[src/mcps_pkg.sv]
// mcps_pkg: shared types and constants for the periodic channel scheduler.
// Used by mcps_ctrl, mcps_dp and multi_channel_period_scheduler_top.
`default_nettype none
package mcps_pkg;

  localparam int unsigned PERIOD_W = 24;
  localparam int unsigned ID_W     = 5;

  localparam logic KIND_LOAD    = 1'b0;
  localparam logic KIND_ADVANCE = 1'b1;

  typedef enum logic [2:0] {
    ST_IDLE,
    ST_MIN,
    ST_MIN_END,
    ST_SUB_RD,
    ST_SUB_CHK,
    ST_FLUSH,
    ST_EMPTY
  } state_t;

  // controller -> datapath
  typedef struct packed {
    logic load;
    logic adv_start;
    logic sub_start;
    logic idx_inc;
    logic min_step;
    logic sub_rd;
    logic sub_commit;
    logic flush;
    logic emit_empty;
  } cmd_t;

  // datapath -> controller
  typedef struct packed {
    logic idx_last;
    logic cur_valid;
    logic any;
    logic can_commit;
    logic out_free;
  } sts_t;

endpackage
`default_nettype wire

[src/mcps_ctrl.sv]
// mcps_ctrl: sequencer for load and advance items.
// Depends on mcps_pkg (state_t, cmd_t, sts_t, kind codes).
`default_nettype none
module mcps_ctrl (
  input  wire              clk,
  input  wire              rst_n,
  input  wire              in_valid,
  input  wire              in_kind,
  output logic             in_ready,
  input  mcps_pkg::sts_t   sts,
  output mcps_pkg::cmd_t   cmd
);

  mcps_pkg::state_t state_r, state_nxt;

  always_ff @(posedge clk) begin
    if (!rst_n) begin
      state_r <= mcps_pkg::ST_IDLE;
    end else begin
      state_r <= state_nxt;
    end
  end

  always_comb begin
    state_nxt = state_r;
    case (state_r)
      mcps_pkg::ST_IDLE: begin
        if (in_valid && in_kind == mcps_pkg::KIND_ADVANCE) begin
          state_nxt = mcps_pkg::ST_MIN;
        end
      end
      mcps_pkg::ST_MIN: begin
        if (sts.idx_last) begin
          state_nxt = mcps_pkg::ST_MIN_END;
        end
      end
      mcps_pkg::ST_MIN_END: state_nxt = mcps_pkg::ST_SUB_RD;
      mcps_pkg::ST_SUB_RD: begin
        if (!sts.any) begin
          state_nxt = mcps_pkg::ST_EMPTY;
        end else if (sts.cur_valid) begin
          state_nxt = mcps_pkg::ST_SUB_CHK;
        end else if (sts.idx_last) begin
          state_nxt = mcps_pkg::ST_FLUSH;
        end
      end
      mcps_pkg::ST_SUB_CHK: begin
        if (sts.can_commit) begin
          state_nxt = sts.idx_last ? mcps_pkg::ST_FLUSH : mcps_pkg::ST_SUB_RD;
        end
      end
      mcps_pkg::ST_FLUSH: begin
        if (sts.out_free) begin
          state_nxt = mcps_pkg::ST_IDLE;
        end
      end
      mcps_pkg::ST_EMPTY: begin
        if (sts.out_free) begin
          state_nxt = mcps_pkg::ST_IDLE;
        end
      end
      default: state_nxt = mcps_pkg::ST_IDLE;
    endcase
  end

  always_comb begin
    cmd      = '0;
    in_ready = 1'b0;
    case (state_r)
      mcps_pkg::ST_IDLE: begin
        in_ready = 1'b1;
        if (in_valid) begin
          if (in_kind == mcps_pkg::KIND_LOAD) begin
            cmd.load = 1'b1;
          end else begin
            cmd.adv_start = 1'b1;
          end
        end
      end
      mcps_pkg::ST_MIN: begin
        cmd.min_step = 1'b1;
        cmd.idx_inc  = !sts.idx_last;
      end
      mcps_pkg::ST_MIN_END: cmd.sub_start = 1'b1;
      mcps_pkg::ST_SUB_RD: begin
        if (sts.any) begin
          if (sts.cur_valid) begin
            cmd.sub_rd = 1'b1;
          end else begin
            cmd.idx_inc = !sts.idx_last;
          end
        end
      end
      mcps_pkg::ST_SUB_CHK: begin
        if (sts.can_commit) begin
          cmd.sub_commit = 1'b1;
          cmd.idx_inc    = !sts.idx_last;
        end
      end
      mcps_pkg::ST_FLUSH: cmd.flush = sts.out_free;
      mcps_pkg::ST_EMPTY: cmd.emit_empty = sts.out_free;
      default: cmd = '0;
    endcase
  end

endmodule
`default_nettype wire

[src/mcps_dp.sv]
// mcps_dp: channel table (valid flops, base and remaining memories), minimum
// search, countdown update and result register. Depends on mcps_pkg.
`default_nettype none
module mcps_dp #(
  parameter int unsigned NUM_CHANNELS = 32
) (
  input  wire                               clk,
  input  wire                               rst_n,
  input  wire  [mcps_pkg::ID_W-1:0]         in_physical_id,
  input  wire  [mcps_pkg::PERIOD_W-1:0]     in_period,
  input  mcps_pkg::cmd_t                    cmd,
  output mcps_pkg::sts_t                    sts,
  output logic                              out_valid,
  input  wire                               out_ready,
  output logic [mcps_pkg::PERIOD_W-1:0]     out_sleep_time,
  output logic [mcps_pkg::ID_W-1:0]         out_fired_id,
  output logic                              out_table_empty,
  output logic                              out_last
);

  localparam int unsigned IDXW    = $clog2(NUM_CHANNELS);
  localparam int unsigned SCAN    = (NUM_CHANNELS < 32) ? NUM_CHANNELS : 32;
  localparam int unsigned LastIdx = SCAN - 1;
  localparam int unsigned IDEXTW  = (IDXW > mcps_pkg::ID_W) ? IDXW : mcps_pkg::ID_W;

  logic [NUM_CHANNELS-1:0]          valid_r;
  logic [mcps_pkg::PERIOD_W-1:0]    base_mem [NUM_CHANNELS];
  logic [mcps_pkg::PERIOD_W-1:0]    rem_mem  [NUM_CHANNELS];
  logic [mcps_pkg::PERIOD_W-1:0]    base_rd_r, rem_rd_r;
  logic [mcps_pkg::PERIOD_W-1:0]    min_r;
  logic                             any_r;
  logic                             cmp_pend_r;
  logic [IDXW-1:0]                  idx_r;
  logic                             hold_vld_r;
  logic [IDXW-1:0]                  hold_idx_r;

  logic                             out_valid_r;
  logic [mcps_pkg::PERIOD_W-1:0]    out_sleep_r;
  logic [mcps_pkg::ID_W-1:0]        out_id_r;
  logic                             out_empty_r, out_last_r;

  logic [IDEXTW-1:0]                id_ext;
  logic [IDXW-1:0]                  load_idx;
  logic                             load_ok;
  logic [mcps_pkg::PERIOD_W-1:0]    diff;
  logic                             fired;
  logic                             out_free;
  logic                             push;

  assign id_ext   = IDEXTW'(in_physical_id);
  assign load_idx = id_ext[IDXW-1:0];
  assign load_ok  = cmd.load && (in_physical_id != '0)
                    && (32'(in_physical_id) < 32'(NUM_CHANNELS));

  assign diff     = rem_rd_r - min_r;
  assign fired    = (diff == '0);
  assign out_free = !out_valid_r || out_ready;
  assign push     = cmd.flush || cmd.emit_empty
                    || (cmd.sub_commit && fired && hold_vld_r);

  assign sts.idx_last   = (idx_r == IDXW'(LastIdx));
  assign sts.cur_valid  = valid_r[idx_r];
  assign sts.any        = any_r;
  assign sts.can_commit = !fired || !hold_vld_r || out_free;
  assign sts.out_free   = out_free;

  // table memories
  always_ff @(posedge clk) begin
    if (load_ok) begin
      base_mem[load_idx] <= in_period;
    end
  end

  always_ff @(posedge clk) begin
    if (load_ok) begin
      rem_mem[load_idx] <= in_period;
    end else if (cmd.sub_commit) begin
      rem_mem[idx_r] <= fired ? base_rd_r : diff;
    end
  end

  always_ff @(posedge clk) begin
    if (cmd.min_step || cmd.sub_rd) begin
      rem_rd_r  <= rem_mem[idx_r];
      base_rd_r <= base_mem[idx_r];
    end
  end

  always_ff @(posedge clk) begin
    if (!rst_n) begin
      valid_r <= '0;
    end else if (load_ok) begin
      valid_r[load_idx] <= 1'b1;
    end
  end

  // scan control
  always_ff @(posedge clk) begin
    if (!rst_n) begin
      idx_r      <= '0;
      cmp_pend_r <= 1'b0;
      any_r      <= 1'b0;
      hold_vld_r <= 1'b0;
    end else begin
      if (cmd.adv_start || cmd.sub_start) begin
        idx_r <= IDXW'(1);
      end else if (cmd.idx_inc) begin
        idx_r <= idx_r + IDXW'(1);
      end
      cmp_pend_r <= cmd.min_step && valid_r[idx_r];
      if (cmd.adv_start) begin
        any_r      <= 1'b0;
        hold_vld_r <= 1'b0;
      end else begin
        if (cmp_pend_r) begin
          any_r <= 1'b1;
        end
        if (cmd.sub_commit && fired) begin
          hold_vld_r <= 1'b1;
        end
      end
    end
  end

  always_ff @(posedge clk) begin
    if (cmd.adv_start) begin
      min_r <= '0;
    end else if (cmp_pend_r && (!any_r || rem_rd_r < min_r)) begin
      min_r <= rem_rd_r;
    end
    if (cmd.sub_commit && fired) begin
      hold_idx_r <= idx_r;
    end
  end

  // result register
  always_ff @(posedge clk) begin
    if (!rst_n) begin
      out_valid_r <= 1'b0;
    end else if (push) begin
      out_valid_r <= 1'b1;
    end else if (out_ready) begin
      out_valid_r <= 1'b0;
    end
  end

  always_ff @(posedge clk) begin
    if (push) begin
      out_sleep_r <= min_r;
      out_id_r    <= cmd.emit_empty ? '0 : mcps_pkg::ID_W'(hold_idx_r);
      out_empty_r <= cmd.emit_empty;
      out_last_r  <= cmd.emit_empty || cmd.flush;
    end
  end

  assign out_valid       = out_valid_r;
  assign out_sleep_time  = out_sleep_r;
  assign out_fired_id    = out_id_r;
  assign out_table_empty = out_empty_r;
  assign out_last        = out_last_r;

endmodule
`default_nettype wire

[src/multi_channel_period_scheduler_top.sv]
// multi_channel_period_scheduler_top: periodic countdown scheduler, top level.
// Depends on mcps_pkg, mcps_ctrl and mcps_dp.
//
//   channel | ports                                          | dir
//   in      | in_valid/in_ready, in_kind, in_physical_id,     | sink
//           | in_period                                      |
//   out     | out_valid/out_ready, out_sleep_time,           | source
//           | out_fired_id, out_table_empty, out_last        |
//
// A load is taken in the idle state. An advance makes a pipelined minimum pass over
// channels 1..L (L = min(NUM_CHANNELS,32)-1), then an update pass that visits
// each idle channel in ST_SUB_RD and each live one in ST_SUB_RD and ST_SUB_CHK,
// then a flush; on an empty table it skips the update and emits an empty result.
// Reset clears the valid flops, the control state and the result valid flag only.
// A stalled result port holds the update pass at the next expiring channel.
`default_nettype none
module multi_channel_period_scheduler_top #(
  parameter int unsigned NUM_CHANNELS = 32
) (
  input  wire                               clk,
  input  wire                               rst_n,
  input  wire                               in_valid,
  output logic                              in_ready,
  input  wire                               in_kind,
  input  wire  [mcps_pkg::ID_W-1:0]         in_physical_id,
  input  wire  [mcps_pkg::PERIOD_W-1:0]     in_period,
  output logic                              out_valid,
  input  wire                               out_ready,
  output logic [mcps_pkg::PERIOD_W-1:0]     out_sleep_time,
  output logic [mcps_pkg::ID_W-1:0]         out_fired_id,
  output logic                              out_table_empty,
  output logic                              out_last
);

  mcps_pkg::cmd_t cmd;
  mcps_pkg::sts_t sts;

  mcps_ctrl u_ctrl (
    .clk      (clk),
    .rst_n    (rst_n),
    .in_valid (in_valid),
    .in_kind  (in_kind),
    .in_ready (in_ready),
    .sts      (sts),
    .cmd      (cmd)
  );

  mcps_dp #(
    .NUM_CHANNELS (NUM_CHANNELS)
  ) u_dp (
    .clk             (clk),
    .rst_n           (rst_n),
    .in_physical_id  (in_physical_id),
    .in_period       (in_period),
    .cmd             (cmd),
    .sts             (sts),
    .out_valid       (out_valid),
    .out_ready       (out_ready),
    .out_sleep_time  (out_sleep_time),
    .out_fired_id    (out_fired_id),
    .out_table_empty (out_table_empty),
    .out_last        (out_last)
  );

endmodule
`default_nettype wire
[config.mk]
export PLATFORM = sky130hd
export DESIGN_NAME = multi_channel_period_scheduler_top
export DESIGN_NICKNAME = d
export VERILOG_FILES = /design/src/mcps_pkg.sv /design/src/mcps_ctrl.sv /design/src/mcps_dp.sv /design/src/multi_channel_period_scheduler_top.sv
export SDC_FILE = /design/constraint.sdc
export NUM_CORES = 2
export LEC_CHECK = 0
export ABC_AREA = 1
export BUFFER_PORTS_ARGS = -buffer_cell sky130_fd_sc_hd__buf_4
export CAP_MARGIN = 5
export CORE_ASPECT_RATIO = 1.5
export CORE_MARGIN = 1.5
export CORE_UTILIZATION = 45
export CTS_CLUSTER_DIAMETER = 150
export DETAILED_ROUTE_END_ITERATION = 16
export PLACE_DENSITY = 0.58
export REMOVE_ABC_BUFFERS = 1
export SLEW_MARGIN = 40
export SYNTH_ARGS = -nofsm -noshare
export SYNTH_HDL_FRONTEND = slang
export SYNTH_SLANG_ARGS = --single-unit
[constraint.sdc]
create_clock -name clk -period 7.59 [get_ports clk]
set_input_delay 1.518 -clock clk [delete_from_list [all_inputs] [get_ports clk]]
set_output_delay 1.518 -clock clk [all_outputs]
set_load 0.05 [all_outputs]
==> qor.yml <==
holdBufCountCts: 0
synthArstFlopShare: 0
area_growth_pct: 13.3
port_buffers: 66
via_per_inst: 5.92
p_sw_mw: 10.1
synth_area_mm2: 0.0674
tightestPinTransition_ps: 912
clockBufferDepth: 3
drt_iter0_markers: 4639
synth_enable_flop_cells: 1620
slew_headroom: 0.392
grt_pass1_vias: 41546
final_cells: 7437
slowest_stage: "nand2_2"
synth_area_per_cell_um2: 12.6
routabilityCongestion: 0.935
vdd_ir_drop_max_mv: 0.338
cp_max_fo: 32
hold_class: "reg2reg"
grt_max_degree: 167
post-cts-setup-buffers: 0
cts_buffers: 157
grt_usage: 0.266
routed_wirelength_mm: 205
switching_share: 0.366
worst_setup_path_start_kind: "register"
wl_met3_mm: 12.7
ys_ff_latch: 1688
first_pass_iters: 7
fin_setup_tns_ps: 0
skew_ps: 26.8
overflow: 0
root_buffer: "clkbuf_16"
via_count: 44021
wl_per_cell_um: 27.5
internal_power_mw: 17.6
crit_chain: "inv_1 -> ha_1 -> fa_1 -> inv_1 -> nand3_1 -> nand2_2 -> nand2_1 -> nand2_1 -> nand2_1 -> nand2_1 -> nand3_1 -> nor2_1 -> nand2_1 -> nor2_1 -> nand4_2 -> nand2_2 -> inv_2 -> a31oi_2 -> buf_4"
cp.required_ps: 8160
die_h_um: 477
synth_top_cell_by_area: "edfxtp_1"
die-area_mm2: 0.152
n_fill_cell: 12580
htree_levels: 4
dp.cells: 7137
yosysSeqAreaShare: 0.742
cts_tree: "yes"
status: "complete, no violations"
comb_power_share: 0.307
yosys.cell_count.top_type: "edfxtp_1"
wl_met2_mm: 101
antenna_found_initial: 10
critPathArrivalTime_ps: 6040
synth.distinct_cells: 43
max_stage_delay_ps: 780
highest_layer: "met5"
row_count: 173
io_pins: 67
syn-instance-count: 5356
ctsResizeCount: 0
synth_top_area_share: 0.722
coreArea_mm2: 0.148
chipWidth_um: 319
m1WireLength_mm: 78.4
critPathTopFamily: "simple AND/OR/NAND/NOR gates"
yosys-top-cells-area: "edfxtp_1, o21ai_0, nor2_1"
postRouteAntennaNets: 0
cts_sinks: 1688
grt_pass1_wl_mm: 293
power_mw: 27.7
final_nets: 5441
min_period_over_period: 0.720
p_clk_frac: 0.287
timing.fmax_ghz: 0.183
fin_crit_ps: 5470
leakage_nw: 24.9
drive_above_1_share: 0.102
seqPwrFrac: 0.406
critPathKind: "reg2reg"
maxCapViolCount: 0
finalHoldViolCount: 0
crit_top_cell: "nand2_1"
critPathBufInv: 4
yosysWarnings: 0
initial_core_util: 0.454
p_per_area_mw_per_mm2: 363
clock_latency_ps: 820
setup_viol: 0
hpwlAfterDp_mm: 121
clk_pin_slew_worst_paths_ps: 70
slew_viol_final: 0
synth_ff_type: "edfxtp_1"
end_kind: "register"
synth_common_cells: "edfxtp_1, nor2_1, o21ai_0"
drc: 0
rsz0062_at_grt: "no"
[cells in the final DEF (no fill, tap or decap), types with 8 or more instances in the layout]
| cell type | n |
|---|---|
| o221ai_1 | 146 |
| clkbuf_1 | 26 |
| nor2_2 | 8 |
| nand2_1 | 439 |
| a31oi_2 | 10 |
| edfxtp_1 | 1620 |
| bufinv_16 | 14 |
| inv_1 | 181 |
| nor2_1 | 917 |
| buf_4 | 143 |
| ha_1 | 26 |
| nand2_2 | 21 |
| nand4_1 | 58 |
| nand3b_1 | 9 |
| inv_2 | 10 |
| dfxtp_1 | 64 |
| clkinv_1 | 34 |
| o211ai_1 | 50 |
| nand3_1 | 166 |
| clkinv_2 | 26 |
| buf_12 | 14 |
| nor2_4 | 66 |
| buf_16 | 9 |
| o22ai_1 | 241 |
| a21oi_1 | 54 |
| o21ai_1 | 8 |
| o21ai_0 | 859 |
| conb_1 | 24 |
| clkbuf_16 | 162 |
| buf_8 | 16 |
[worst paths after layout]
kind | startpoint | to | slack [ps] | depth (start not counted)
setup / recovery | u_dp.rem_rd_r[0] | u_dp.rem_mem[16][23] | 2120 | 19
hold / removal | u_dp.valid_r[0] | u_dp.valid_r[0] | 430 | 2
setup reg to reg | u_dp.rem_rd_r[0] | u_dp.rem_mem[16][23] | 2120 | 19
hold reg to reg | u_dp.valid_r[0] | u_dp.valid_r[0] | 430 | 2
[layer usage]
| metal | vias up | global-route usage |
|---|---|---|
| li1 | 19744 | - |
| met1 | 22173 | 0.329 |
| met2 | 1657 | 0.447 |
| met3 | 437 | 0.0380 |
| met4 | 10 | 0.152 |
| met5 | - | 0 |
[state kept, by name (all words and copies together), names as in the netlist, 3 cells and up]
register and flops:
u_dp.base_mem 768, u_dp.rem_mem 768, u_dp.valid_r 32, u_dp.base_rd_r 24, u_dp.min_r 24, u_dp.out_sleep_time 24
u_dp.rem_rd_r 24, u_dp.hold_idx_r 5, u_dp.idx_r 5, u_dp.out_fired_id 5, u_ctrl.state_r 3
[through the flow]
stage | hold WS, ps | util | worst slack (ps) | area, um^2
floorplan | 407 | - | -39140 | 66200
global placement | 412 | 0.476 | 2070 | 70600
detailed placement | 415 | 0.478 | 1900 | 71100
CTS | 430 | 0.513 | 2170 | 76200
global route | 440 | 0.514 | 1780 | 76400
finish | 434 | 0.514 | 2120 | 76400
[cell type report]
cell class | count | area [um^2] | share of cell area
timing repair buffer | 187 | 1910 | 0.0250
tap | 1925 | 2410 | 0.0315
inverter | 197 | 763 | 0.00999
multi-input combinational | 3149 | 16100 | 0.211
clock inverter | 93 | 930 | 0.0122
antenna | 5 | 12.5 | 0.000164
clock buffer | 193 | 4210 | 0.0551
sequential | 1688 | 50000 | 0.655
[power by group through the flow]
stage	combinational [mW]	clock (mW)	sequential [mW]
2_1_floorplan	4.57	0	11.8
3_3_place_gp	8.29	0	11.5
3_5_place_dp	8.46	0	11.5
4_1_cts	8.49	8.06	11.3
5_1_grt	9.13	8.39	11.3
6_report	8.50	7.96	11.3
[logic make-up (layout without fill, tap and decap cells)]
family / Yosys count / after routing / share of synthesized area
AO/OA/AOI/OAI: 1390 / 1390 / 0.118
XOR/XNOR: 3 / 3 / 0.000390
adder cells (fa/ha/maj): 27 / 27 / 0.00512
buffers and inverters: 542 / 670 / 0.0308
flip-flops: 1688 / 1688 / 0.742
other: 1 / 29 / 0.0000556
AND/OR/NAND/NOR: 1705 / 1705 / 0.104
[worst register-to-register path: stages, from the launching register on]
cell and delay, ps:
edfxtp_1 350, inv_1 50, ha_1 220, fa_1 420, inv_1 140, nand3_1 100, nand2_2 100, nand2_1 100
nand2_1 120, nand2_1 60, nand2_1 170, nand3_1 90, nor2_1 90, nand2_1 60, nor2_1 170, nand4_2 420
nand2_2 790, inv_2 530, a31oi_2 740, buf_4 460
Power figures use the tool's default switching activity.
